[config.mk]
export PLATFORM = sky130hd
export DESIGN_NAME = pnpl_cfg
export DESIGN_NICKNAME = d
export VERILOG_FILES = /design/src/pnpl_pkg.sv /design/src/pnpl_cfg.sv
export SDC_FILE = /design/constraint.sdc
export NUM_CORES = 1
export LEC_CHECK = 0
export BUFFER_PORTS_ARGS = -buffer_cell sky130_fd_sc_hd__buf_2
export CAP_MARGIN = 20
export CORE_UTILIZATION = 43
export DETAILED_ROUTE_END_ITERATION = 10
export PLACE_DENSITY = 0.71
export SYNTH_ARGS = -nofsm -noshare
export SYNTH_HDL_FRONTEND = slang
export SYNTH_SLANG_ARGS = --single-unit
[constraint.sdc]
create_clock -name clk -period 1.53 [get_ports clk]
set_clock_uncertainty 0.1 [all_clocks]
set_input_delay 0.306 -clock clk [delete_from_list [all_inputs] [get_ports clk]]
set_output_delay 0.306 -clock clk [all_outputs]
set_load 0.01 [all_outputs]
[src/pnpl_pkg.sv]
`timescale 1ns / 1ps

package pnpl_pkg;

	// Field widths fixed by the interface
	localparam int POS_W      = 24;
	localparam int CURV_W     = 32;
	localparam int IDX_W      = 10;
	localparam int DIST_OUT_W = 48;
	localparam int COUNT_W    = 11;

	// Internal distance width: holds three 48-bit squares and the search bound
	localparam int SUM_W  = 50;
	localparam int DIST_W = 56;

	// Defaults for the top-level parameters
	localparam int MAX_POINTS_DEF = 1024;
	localparam int FRAC_BITS_DEF  = 16;

	// Configuration port
	localparam int CFG_IDX_W  = 2;
	localparam int CFG_DATA_W = 24;

	localparam logic [CFG_IDX_W-1:0] REG_BOX_X         = 2'd0;
	localparam logic [CFG_IDX_W-1:0] REG_BOX_Y         = 2'd1;
	localparam logic [CFG_IDX_W-1:0] REG_BOX_Z         = 2'd2;
	localparam logic [CFG_IDX_W-1:0] REG_POINTS_IN_USE = 2'd3;

	localparam logic [POS_W-1:0]   BOX_RESET    = 24'd655360;
	localparam logic [COUNT_W-1:0] POINTS_RESET = 11'd1;

	// Request kinds
	localparam logic REQ_LOAD  = 1'b0;
	localparam logic REQ_QUERY = 1'b1;

	typedef struct packed {
		logic                     req_type;
		logic [IDX_W-1:0]         entry_index;
		logic [POS_W-1:0]         pos_x;
		logic [POS_W-1:0]         pos_y;
		logic [POS_W-1:0]         pos_z;
		logic signed [CURV_W-1:0] curvature_in;
	} req_t;

	typedef struct packed {
		logic [IDX_W-1:0]         closest_index;
		logic [DIST_OUT_W-1:0]    best_dist_sq;
		logic signed [CURV_W-1:0] curvature_out;
		logic                     far_flag;
	} rsp_t;

	typedef struct packed {
		logic [POS_W-1:0]   box_x;
		logic [POS_W-1:0]   box_y;
		logic [POS_W-1:0]   box_z;
		logic [COUNT_W-1:0] points_in_use;
	} cfg_t;

	// Commands from the controller to the datapath
	typedef struct packed {
		logic load;
		logic start;
		logic issue;
		logic fetch;
		logic load_out;
	} cmd_t;

	// Initial search bound: 20000 nm^2 at 2*frac fractional bits
	function automatic logic [DIST_W-1:0] bound_sq(input int frac);
		logic [DIST_W-1:0] base;
		base = DIST_W'(20000);
		return base << (2 * frac);
	endfunction

	// Far threshold: 4 nm^2 at 2*frac fractional bits
	function automatic logic [DIST_W-1:0] far_sq(input int frac);
		logic [DIST_W-1:0] base;
		base = DIST_W'(4);
		return base << (2 * frac);
	endfunction

endpackage

[src/pnpl_cfg.sv]
`timescale 1ns / 1ps

module pnpl_cfg (
	input  logic                             clk,
	input  logic                             arst_n,
	input  logic                             cfg_wr_en,
	input  logic [pnpl_pkg::CFG_IDX_W-1:0]   cfg_index,
	input  logic [pnpl_pkg::CFG_DATA_W-1:0]  cfg_data,
	output pnpl_pkg::cfg_t                   cfg
);

	pnpl_pkg::cfg_t cfg_q;

	// Decode the register index and update the addressed register
	always_ff @(posedge clk or negedge arst_n) begin
		if (!arst_n) begin
			cfg_q.box_x         <= pnpl_pkg::BOX_RESET;
			cfg_q.box_y         <= pnpl_pkg::BOX_RESET;
			cfg_q.box_z         <= pnpl_pkg::BOX_RESET;
			cfg_q.points_in_use <= pnpl_pkg::POINTS_RESET;
		end else if (cfg_wr_en) begin
			unique case (cfg_index)
				pnpl_pkg::REG_BOX_X: cfg_q.box_x <= cfg_data;
				pnpl_pkg::REG_BOX_Y: cfg_q.box_y <= cfg_data;
				pnpl_pkg::REG_BOX_Z: cfg_q.box_z <= cfg_data;
				pnpl_pkg::REG_POINTS_IN_USE: begin
					cfg_q.points_in_use <= cfg_data[pnpl_pkg::COUNT_W-1:0];
				end
				default: ;
			endcase
		end
	end

	assign cfg = cfg_q;

endmodule

Word level (Yosys, flattened, before mapping)
Cells that the tools add are included.

word-level totals
  register bits after elaboration = 83
  input port bits = 29
  logic and storage cells = 12

operators by class
  equality and inequality tests = 3
  reduce and logical (&&, ||, !) cells = 5

operators with widths
  kind                count
  $reduce_and 2->1    4
  $eq 2x2->1 const B  2
  $eq 2x1->1 const B  1
  $logic_not 2->1     1

Logic depth before layout (Yosys ltp)
  depth in word-level cells = 2
  mapped depth = 3

Worst setup path before layout
Ideal clock, no wire load.

  kind = input -> register
  start = input port cfg_index[1] in the netlist's numbering
  end = register cfg_q (netlist bit cfg[59])
  data arrival time = 1.120 ns
  required time = 1.305 ns
  setup slack = 0.185 ns
  stages = 3
  cells stage by stage = nor3b_4 buf_6 mux2_2

on the way
  longest elaborated chain between the ends = 2

RTL lines
  element                     RTL line        RTL
  start: declaration          pnpl_cfg.sv:7   input logic [pnpl_pkg::CFG_IDX_W-1:0] cfg_index,
  $logic_not 2->1             pnpl_cfg.sv:22  unique case (cfg_index)
  $reduce_and 2->1 (no line)  --
  end: declaration            pnpl_cfg.sv:12  pnpl_pkg::cfg_t cfg_q;

No other way between the ends.
A chain may end at the register's enable or synchronous reset.

Final worst setup path
  start = register cfg_q (netlist bit cfg[76])
  end = output port cfg[76] in the netlist's numbering

RTL lines
  element           RTL line       RTL
  end: declaration  pnpl_cfg.sv:9  output pnpl_pkg::cfg_t cfg

No word-level cell between the ends.

==> impl_metrics.json <==
{
  "overflow": 0,
  "start_kind": "flip-flop",
  "antenna_found_initial": 0,
  "synthMuxAreaShare": 0.298,
  "synth_most_common_cell": "mux2_2",
  "postSynthNetCount": 206,
  "crit_cells": 1,
  "insertedDiodeCount": 0,
  "syn_area_um2": 3140,
  "timing.critical_path.arrival_ns": 1.00,
  "fmax_mhz": 711,
  "synth_compound_area_frac": 0,
  "dieHeight_um": 87.4,
  "drive_gt1_frac": 0.739,
  "syn_to_final_growth_pct": 32.3,
  "peakVddDrop_uv": 608,
  "required_ns": 1.12,
  "clkTransAtPathRegs_ns": 0.09,
  "synth-main-ff-cell": "dfrtp_1",
  "power_leakage_nw": 1.98,
  "worst-setup-path-type": "reg2out",
  "drc": 0,
  "slew-limit-headroom": 0.756,
  "first_global_vias": 2058,
  "post-route-period-util": 0.919,
  "yosys-top-cells-count": "82 x mux2_2, 76 x dfrtp_1, 7 x dfstp_2",
  "path_delay_family": "flip-flops",
  "worstPathMaxFanout": 2,
  "cts_made_buffers": 9,
  "start_util": 0.454,
  "vias": 1923,
  "hold_slack_ns": 0.119,
  "comb_power_share": 0.216,
  "powerDensity_nw_per_um2": 1400,
  "dp.final_hpwl_um": 4660,
  "wirelength_um": 6430,
  "synthArstFlopShare": 1.00,
  "p_int_mw": 4.27,
  "cp.buffers_inverters": 1,
  "drt_iter0_markers": 23,
  "grt_pass1_wl_um": 10500,
  "path_cells": "buf_2",
  "synthTopCellsByArea": "dfrtp_1 61%, mux2_2 29%, dfstp_2 5.9%, clkbuf_8 0.88%, buf_6 0.72%",
  "clockRootBuffer": "clkbuf_8",
  "insertion_delay_ns": 0.34,
  "portBuffers": 111,
  "cts_resized": 0,
  "ys.warnings.count": 0,
  "htreeDepth": 3,
  "rsz0062_at_grt": "false",
  "routed_via_density": 4.77,
  "syn_avg_cell_area_um2": 17.7,
  "period_needed_ns": 1.41,
  "setup_tns_ns": 0,
  "outcome": "complete, no violations",
  "synth_top_family_by_area": "multiplexers",
  "first_pass_iters": 3,
  "reg2regPathDepth": 1,
  "maxCapViolCount": 0,
  "worstSetupEndpointType": "output pin",
  "fin_nets": 331,
  "crit_path_top_delay_cell": "dfstp_2",
  "cts_tree": "yes",
  "grt_max_degree": 30,
  "fp.dieW_um": 87.4,
  "grt_usage": 0.186,
  "postRouteAntennaNets": 0,
  "report.final.hold_viol_count": 0,
  "synth_xor_area_frac": 0,
  "rows": 30,
  "fin_cells": 403,
  "yosysSeqAreaShare": 0.665,
  "synth_edf_count": 0,
  "slowest_delay_ns": 0.53,
  "core-area_um2": 6910,
  "yosysUniqueCellTypes": 11,
  "tightest_slew_ns": 0.366,
  "ios": 112,
  "synth-simple-area-share": 0.0148,
  "dieArea_um2": 7640,
  "gp_congestion": 0.685,
  "drv_slew": 0,
  "p_sw_mw": 1.55,
  "finalSetupViolCount": 0,
  "p_sw_frac": 0.266,
  "min_path_type": "in2reg",
  "synth_fa_ha_area_frac": 0,
  "placed_cells": 386,
  "sequentialPowerShare": 0.487,
  "postSynthCellCount": 177,
  "synth_top_area_cell": "dfrtp_1",
  "wl_per_cell_um": 15.9,
  "synth_seq_cells": 83,
  "cts_buffer_depth": 2,
  "hold_path_depth": 2,
  "synth_top_area_share": 0.606,
  "p_clk_frac": 0.298,
  "cts.sinks": 83,
  "largest_reg_flops": 83
}
==> metal layers <==
layer	wire length, um	vias to the layer above	track usage
li1	-	882	-
met1	2650	980	0.230
met2	3440	52	0.315
met3	232	9	0.0332
met4	103	0	0.0894
met5	0	-	0
==> metrics by stage <==
step	setup slack [ns]	instance area (um2)	power [mW]	utilization
2_1_floorplan	0.185	3140	3.50	-
3_3_place_gp	0.0818	3910	4.11	0.566
3_5_place_dp	0.0460	3910	4.16	0.566
4_1_cts	0.0982	4150	5.91	0.601
5_1_grt	0.0758	4150	6.15	0.601
6_report	0.124	4150	5.82	0.601
==> power by group through the flow <==
stage / sequential (mW) / clock, mW / combinational, mW
after global routing: 2.89 / 1.89 / 1.37
after floorplan: 3.07 / 0 / 0.423
after detailed placement: 2.88 / 0 / 1.28
after CTS: 2.84 / 1.79 / 1.28
final: 2.83 / 1.73 / 1.25
after global placement: 2.86 / 0 / 1.25
==> kinds of logic after synthesis <==
family / count (synthesis)
multiplexers: 83
flip-flops: 83
buffers and inverters: 7
AND/OR/NAND/NOR: 4
==> area by class of cell <==
type                    count  area (um2)
fillers                   604        2760
flip-flops and latches     83        2090
multi-input cells          87         981
repair buffers            121         736
clock buffers              11         141
well taps                  96         120
clock inverters             5        85.1
==> cells in the final DEF, fill, tap and decap left out <==
cell           netlist  routed
nand3b_2             2       2
mux2_2              82      82
buf_4                2       2
mux2_1               1       1
dfrtp_1             76      76
dfstp_2              7       7
clkbuf_8             2      10
inv_6                0       1
clkinv_4             0       1
nand3_1              1       1
clkinvlp_4           0       1
buf_2                1     110
buf_12               0       8
clkbuf_1             0       1
dlygate4sd3_1        0       1
nor3b_4              1       1
bufinv_16            0       2
==> what timing repair did <==
item	4_1_cts	5_1_grt
hold endpoints to repair	19	0
hold buffers	1	0
buffers inserted	0	0
==> worst paths after layout <==
check | startpoint | to | slack [ns]
setup / recovery | cfg[76] | cfg[76] | 0.12
setup reg to reg | cfg[8] | cfg[8] | 0.65
hold reg to reg | cfg[80] | cfg[80] | 0.39
min in group asynchronous | arst_n | cfg[32] | 0.32
max in group asynchronous | arst_n | cfg[28] | 0.45
hold / removal | cfg_data[16] | cfg[27] | 0.12
(Power assumes the default switching activity.)
