==> src/pnpl_pkg.sv <==
`timescale 1ns / 1ps

package pnpl_pkg;

	// Field widths fixed by the interface
	localparam int POS_W      = 24;
	localparam int CURV_W     = 32;
	localparam int IDX_W      = 10;
	localparam int DIST_OUT_W = 48;
	localparam int COUNT_W    = 11;

	// Internal distance width: holds three 48-bit squares and the search bound
	localparam int SUM_W  = 50;
	localparam int DIST_W = 56;

	// Defaults for the top-level parameters
	localparam int MAX_POINTS_DEF = 1024;
	localparam int FRAC_BITS_DEF  = 16;

	// Configuration port
	localparam int CFG_IDX_W  = 2;
	localparam int CFG_DATA_W = 24;

	localparam logic [CFG_IDX_W-1:0] REG_BOX_X         = 2'd0;
	localparam logic [CFG_IDX_W-1:0] REG_BOX_Y         = 2'd1;
	localparam logic [CFG_IDX_W-1:0] REG_BOX_Z         = 2'd2;
	localparam logic [CFG_IDX_W-1:0] REG_POINTS_IN_USE = 2'd3;

	localparam logic [POS_W-1:0]   BOX_RESET    = 24'd655360;
	localparam logic [COUNT_W-1:0] POINTS_RESET = 11'd1;

	// Request kinds
	localparam logic REQ_LOAD  = 1'b0;
	localparam logic REQ_QUERY = 1'b1;

	typedef struct packed {
		logic                     req_type;
		logic [IDX_W-1:0]         entry_index;
		logic [POS_W-1:0]         pos_x;
		logic [POS_W-1:0]         pos_y;
		logic [POS_W-1:0]         pos_z;
		logic signed [CURV_W-1:0] curvature_in;
	} req_t;

	typedef struct packed {
		logic [IDX_W-1:0]         closest_index;
		logic [DIST_OUT_W-1:0]    best_dist_sq;
		logic signed [CURV_W-1:0] curvature_out;
		logic                     far_flag;
	} rsp_t;

	typedef struct packed {
		logic [POS_W-1:0]   box_x;
		logic [POS_W-1:0]   box_y;
		logic [POS_W-1:0]   box_z;
		logic [COUNT_W-1:0] points_in_use;
	} cfg_t;

	// Commands from the controller to the datapath
	typedef struct packed {
		logic load;
		logic start;
		logic issue;
		logic fetch;
		logic load_out;
	} cmd_t;

	// Initial search bound: 20000 nm^2 at 2*frac fractional bits
	function automatic logic [DIST_W-1:0] bound_sq(input int frac);
		logic [DIST_W-1:0] base;
		base = DIST_W'(20000);
		return base << (2 * frac);
	endfunction

	// Far threshold: 4 nm^2 at 2*frac fractional bits
	function automatic logic [DIST_W-1:0] far_sq(input int frac);
		logic [DIST_W-1:0] base;
		base = DIST_W'(4);
		return base << (2 * frac);
	endfunction

endpackage

==> src/pnpl_ctrl.sv <==
`timescale 1ns / 1ps

module pnpl_ctrl #(
	parameter int MAX_POINTS = pnpl_pkg::MAX_POINTS_DEF
) (
	input  logic                                clk,
	input  logic                                arst_n,
	input  logic                                req_valid,
	input  logic                                req_type,
	output logic                                req_stall,
	output logic                                rsp_valid,
	input  logic                                rsp_stall,
	input  logic [pnpl_pkg::COUNT_W-1:0]        points_in_use,
	input  logic                                pipe_busy,
	output pnpl_pkg::cmd_t                      cmd,
	output logic [$clog2(MAX_POINTS)-1:0]       scan_addr
);

	localparam int IW = $clog2(MAX_POINTS);
	localparam int CW = $clog2(MAX_POINTS + 1);

	localparam logic [2:0] ST_IDLE   = 3'd0;
	localparam logic [2:0] ST_SCAN   = 3'd1;
	localparam logic [2:0] ST_DRAIN  = 3'd2;
	localparam logic [2:0] ST_FETCH  = 3'd3;
	localparam logic [2:0] ST_FINISH = 3'd4;

	logic [2:0]    state_q;
	logic [2:0]    state_d;
	logic [CW-1:0] cnt_q;
	logic [CW-1:0] scan_count;
	logic          accept;
	logic          rsp_valid_q;
	logic          out_free;

	// Clamp the scan length at the table depth
	assign scan_count = (32'(points_in_use) > MAX_POINTS) ? CW'(MAX_POINTS)
	                                                      : CW'(points_in_use);

	assign req_stall = (state_q != ST_IDLE);
	assign accept    = req_valid && !req_stall;
	assign out_free  = !rsp_valid_q || !rsp_stall;
	assign scan_addr = cnt_q[IW-1:0];

	// Commands to the datapath
	always_comb begin
		cmd          = '0;
		cmd.load     = accept && (req_type == pnpl_pkg::REQ_LOAD);
		cmd.start    = accept && (req_type == pnpl_pkg::REQ_QUERY);
		cmd.issue    = (state_q == ST_SCAN) && (cnt_q < scan_count);
		cmd.fetch    = (state_q == ST_FETCH);
		cmd.load_out = (state_q == ST_FINISH) && out_free;
	end

	// Next state
	always_comb begin
		state_d = state_q;
		unique case (state_q)
			ST_IDLE: begin
				if (cmd.start) state_d = ST_SCAN;
			end
			ST_SCAN: begin
				if (!cmd.issue) state_d = ST_DRAIN;
			end
			ST_DRAIN: begin
				if (!pipe_busy) state_d = ST_FETCH;
			end
			ST_FETCH: begin
				state_d = ST_FINISH;
			end
			ST_FINISH: begin
				if (out_free) state_d = ST_IDLE;
			end
			default: state_d = ST_IDLE;
		endcase
	end

	// Hold state, scan counter and result valid
	always_ff @(posedge clk or negedge arst_n) begin
		if (!arst_n) begin
			state_q     <= ST_IDLE;
			cnt_q       <= '0;
			rsp_valid_q <= 1'b0;
		end else begin
			state_q <= state_d;
			if (cmd.start) begin
				cnt_q <= '0;
			end else if (cmd.issue) begin
				cnt_q <= cnt_q + CW'(1);
			end
			if (cmd.load_out) begin
				rsp_valid_q <= 1'b1;
			end else if (rsp_valid_q && !rsp_stall) begin
				rsp_valid_q <= 1'b0;
			end
		end
	end

	assign rsp_valid = rsp_valid_q;

endmodule

==> config.mk <==
export PLATFORM = sky130hd
export DESIGN_NAME = pnpl_ctrl
export DESIGN_NICKNAME = d
export VERILOG_FILES = /design/src/pnpl_pkg.sv /design/src/pnpl_ctrl.sv
export SDC_FILE = /design/constraint.sdc
export NUM_CORES = 1
export LEC_CHECK = 0
export BUFFER_PORTS_ARGS = -buffer_cell sky130_fd_sc_hd__clkbuf_2
export CORE_ASPECT_RATIO = 0.75
export CORE_UTILIZATION = 40
export DETAILED_ROUTE_END_ITERATION = 12
export GPL_ROUTABILITY_DRIVEN = 0
export MAX_ROUTING_LAYER = met4
export PLACE_DENSITY = 0.65
export SYNTH_ARGS = -nofsm -noshare
export SYNTH_HDL_FRONTEND = slang
export SYNTH_SLANG_ARGS = --single-unit
==> constraint.sdc <==
create_clock -name clk -period 6.3 [get_ports clk]
set_clock_uncertainty 0.2 [all_clocks]
set_input_delay 1.26 -clock clk [delete_from_list [all_inputs] [get_ports clk]]
set_output_delay 1.26 -clock clk [all_outputs]
set_load 0.02 [all_outputs]
=== Word-level counts from Yosys, hierarchy flattened ===
Cells that the tools add are included.

* Input bits: 17
* Flip-flop bits (word level): 15
* Output and inout bits: 17
* Logic and storage cells: 40

* Eq/ne operators: 8
* Mux-type cells: 10
* $lt $le $gt $ge: 2
* Bitwise gates (word level): 1
* Reduce and logical (&&, ||, !) cells: 15
* Add/subtract/negate cells: 1

{| class="wikitable"
|+ Operators by type and width
! operator !! count
|-
| $mux W11 || 3
|-
| $pmux W3 S5 || 1
|-
| $mux W3 || 4
|-
| $add A11 B1 Y11 const B || 1
|-
| $gt A11 B11 Y1 const B || 1
|-
| $lt A11 B11 Y1 || 1
|-
| $ne A2 B2 Y1 const B || 4
|-
| $eq A3 B2 Y1 const B || 2
|-
| $logic_and A1 B1 Y1 || 6
|-
| $reduce_and A4 Y1 || 1
|-
| $reduce_bool A2 Y1 || 2
|-
| $eq A3 B1 Y1 const B || 1
|-
| $eq A3 B3 Y1 const B || 1
|-
| $logic_not A1 Y1 || 3
|-
| $logic_not A3 Y1 || 1
|-
| $reduce_bool A3 Y1 || 1
|-
| $mux W1 || 2
|-
| $logic_or A1 B1 Y1 || 1
|-
| $not A1 Y1 || 1
|}

=== Longest topological paths before layout ===
* Word-level depth: 6
* Gate-level depth with buffers: 11
* Gate-level depth less buffers: 10

=== Least setup slack after synthesis ===
Ideal clock, no wire load.

* Kind: input to output
* Start: input points_in_use[10] in the netlist's numbering
* End: output cmd[2] in the netlist's numbering
* Setup slack: 1.825 ns
* Cell stages on the path: 7
* Arrival: 3.015 ns
* Cells stage by stage: clkinv_1 ha_1 or4b_1 a211o_1 a21o_1 clkbuf_1 inv_1

{| class="wikitable"
|+ RTL lines
! what !! line !! text
|-
| start: declaration || pnpl_ctrl.sv:13 || <nowiki>input logic [pnpl_pkg::COUNT_W-1:0] points_in_use,</nowiki>
|-
| end: declaration || pnpl_ctrl.sv:15 || <nowiki>output pnpl_pkg::cmd_t cmd,</nowiki>
|}

==> impl_metrics.py <==
metrics = {
    "floorplanning": {
        "die_x_um": 62.3,
        "start_util_pct": 44.7,
        "dieArea_um2": 2940,
        "core_area_um2": 2440,
        "num_io_pins": 34,
        "die_h_um": 47.2,
        "rows": 15,
    },
    "clock_tree": {
        "hold_buffers": 0,
        "cts_resized": 0,
        "insertion_delay_ns": 0.28,
        "postCtsSetupBuffers": 0,
        "clk_pin_slew_ns": 0.10,
        "cts_root_buf": "clkbuf_4",
        "htree_levels": 1,
        "tritoncts": "built",
        "numCtsBuffers": 3,
        "clock-sinks": 15,
        "clk_path_buf_depth": 2,
    },
    "sta": {
        "post-route-min-period_ns": 4.78,
        "slew_violations": 0,
        "setup_viol": 0,
        "timing.final.ws_setup_ns": 1.52,
        "tns_ns": 0,
        "rsz0062_at_grt": "false",
        "period_share_pct": 75.8,
        "relSlewSlack_pct": 67.2,
        "tightestPinTransition_ns": 0.492,
        "max_freq_mhz": 209,
        "hold_viol": 0,
    },
    "logic_synthesis": {
        "yosysTopAreaCell": "dfrtp_1",
        "syn_avg_cell_area_um2": 8.58,
        "ys_warn_count": 0,
        "synth_top_area_share_pct": 34.4,
        "synthTopCellsByArea": "dfrtp_1, ha_1, buf_4, nand2_1, a21oi_1",
        "yosysUniqueCellTypes": 33,
        "ys_ff_latch": 15,
        "ys_seq_area_share_pct": 34.4,
        "synth_area_um2": 1090,
        "syn_inst": 127,
        "syn_nets": 155,
    },
    "route": {
        "first_pass_iters": 4,
        "vias": 995,
        "ant_nets": 0,
        "wl_um": 2310,
        "drc": 0,
        "routed_via_density": 5.35,
        "drtIter0Drc": 39,
        "wl_per_cell_um": 12.4,
    },
    "global_routing": {
        "grt_pass1_wl_um": 3830,
        "gr-total-overflow": 0,
        "grt_max_degree": 19,
        "grt_pass1_vias": 863,
        "grt_usage_pct": 17.8,
        "antenna_found_initial": 0,
    },
    "setup_path": {
        "critPathMaxStageDelay_ns": 0.48,
        "startpoint": "points_in_use[10]",
        "r2r-end": "cnt_q[5]",
        "crit_slowest_cell": "or4b_1",
        "rrSetupSlack_ns": 3.50,
        "cp-start-kind": "primary input",
        "worstRegToRegCells": 7,
        "worst_ep_required_time_ns": 4.84,
        "cp-end-kind": "primary output",
        "timing.critical_path.arrival_ns": 3.32,
        "crit_type": "primary input to primary output",
        "r2r-start": "cnt_q[1]",
        "crit_path_max_fanout": 18,
        "path_common_cell": "clkbuf_2",
        "worstPathCellList": "clkbuf_2, clkinv_1, ha_1, or4b_1, a211o_1, a21o_1, inv_1, clkbuf_2",
    },
    "job": {
        "max_cap_violations": 0,
    },
    "placed_design": {
        "post-dp-hpwl_um": 1790,
        "dp_cells": 182,
        "preCtsSetupSlack_ns": 1.53,
        "port_buffers": 33,
    },
    "status": {
        "status": "completed",
    },
    "layout": {
        "layout.cells.non_filler": 186,
        "nNetsFinal": 181,
        "layout-drive-gt1-share_pct": 25.7,
        "syn_to_final_growth_pct": 13.5,
        "diodes": 0,
    },
    "min_path": {
        "hold_path_class": "flip-flop to flip-flop",
        "hold_start": "rsp_valid",
        "hold_path_end": "rsp_valid",
        "hold_path_depth": 2,
    },
    "power": {
        "p_int_w": 0.000198,
        "p_clk_share_pct": 15.5,
        "ir_drop_mv": 0.166,
        "p_sw_share_pct": 44.9,
        "fin_total_pwr_w": 0.000360,
        "share_seq_of_total_power_pct": 41.3,
        "power.share.combinational_pct": 43.2,
        "power_density_nw_per_um2": 291,
        "p_leak_nw": 0.629,
        "switching_power_w": 0.000162,
    },
}
==> Yosys cell counts <==
cell type	number
a211oi_1	1
or4_1	2
o21bai_1	1
dfrtp_1	15
clkbuf_1	1
and3_1	1
a31o_2	1
inv_1	5
nand4_1	2
nand3_1	8
nor3_1	1
clkinv_1	2
and3b_1	1
o21ai_1	1
buf_4	11
nand2b_1	1
nand2_1	21
o31ai_1	5
xnor2_1	2
a211o_1	1
and2_1	1
or4b_1	2
or2_2	1
a2111oi_2	1
ha_1	11
or3_1	2
a21o_1	2
nor2_1	5
o21ai_0	4
nand3b_1	1
o211ai_1	2
o21a_1	1
a21oi_1	11
==> registers in the layout (all words and copies together), names as in the netlist <==
name	count
cnt_q	11
rsp_valid	1
state_q	3
==> metrics by stage <==
stage | hold slack [ns] | cell area, um2 | util, %
global route | 0.375 | 1240 | 50.7
global placement | 0.291 | 1210 | 49.6
finish | 0.337 | 1240 | 50.7
CTS | 0.344 | 1240 | 50.7
detailed placement | 0.318 | 1210 | 49.6
floorplan | 0.270 | 1090 | -
==> critical path: cells and delay by family <==
| family | cells | cell delay (ns) |
|---|---|---|
| adders and majority gates | 1 | 0.29 |
| buffers and inverters | 4 | 0.62 |
| AOI/OAI and AO/OA | 2 | 0.66 |
| and+or+nand+nor | 1 | 0.48 |
==> logic make-up after synthesis <==
| family | Yosys count | synth area share (%) |
|---|---|---|
| AOI/OAI and AO/OA | 31 | 18.6 |
| DFF | 15 | 34.4 |
| buffers and inverters | 19 | 10.3 |
| adders and majority gates | 11 | 12.6 |
| and+or+nand+nor | 49 | 22.4 |
| xor gates and xnor gates | 2 | 1.61 |
==> layer usage <==
| metal | vias up | GRT usage (%) | wire, um |
|---|---|---|---|
| met5 | - | - | 0 |
| met1 | 461 | 21.8 | 1180 |
| li1 | 503 | - | - |
| met2 | 29 | 30.3 | 997 |
| met4 | 0 | 4.19 | 12 |
| met3 | 2 | 4.37 | 123 |
==> cells in the final DEF (no fill, tap or decap), drive strengths merged <==
cell	instances
dfrtp	15
and3	1
or4b	2
and2	1
or3	2
nand3	8
or4	2
nor3	1
o21ai	5
a21o	2
a211oi	1
or2	1
nand2	21
a21oi	11
inv	5
a31o	1
and3b	1
xnor2	2
nor2	5
clkinv	2
o21a	1
o211ai	2
nand2b	1
clkbuf	37
nand4	2
nand3b	1
ha	11
o31ai	5
a2111oi	1
a211o	1
o21bai	1
==> power by group through the flow <==
stage	Combinational (W)	Clock, W	Sequential [W]
floorplan	0.000125	0	0.000142
global placement	0.000152	0	0.000150
detailed placement	0.000156	0	0.000150
CTS	0.000157	0.0000573	0.000149
global route	0.000173	0.0000612	0.000153
finish	0.000155	0.0000558	0.000149
==> area by class of cell <==
type                            count  area (um2)
Timing Repair Buffer               33         165
Multi-Input combinational cell     93         602
Fill cell                         242        1200
Sequential cell                    15         375
Tap cell                           34        42.5
Clock buffer                        4        26.3
Inverter                            7        26.3
==> worst max path at each step <==
| stage | to | cells after the start |
|---|---|---|
| finish | cmd[2] | 8 |
| floorplan | cmd[2] | 7 |
| detailed placement | cmd[2] | 8 |
| global placement | cmd[2] | 8 |
| global route | cmd[2] | 8 |
| CTS | cmd[2] | 8 |
No activity file was read; power rests on OpenSTA's default activity.
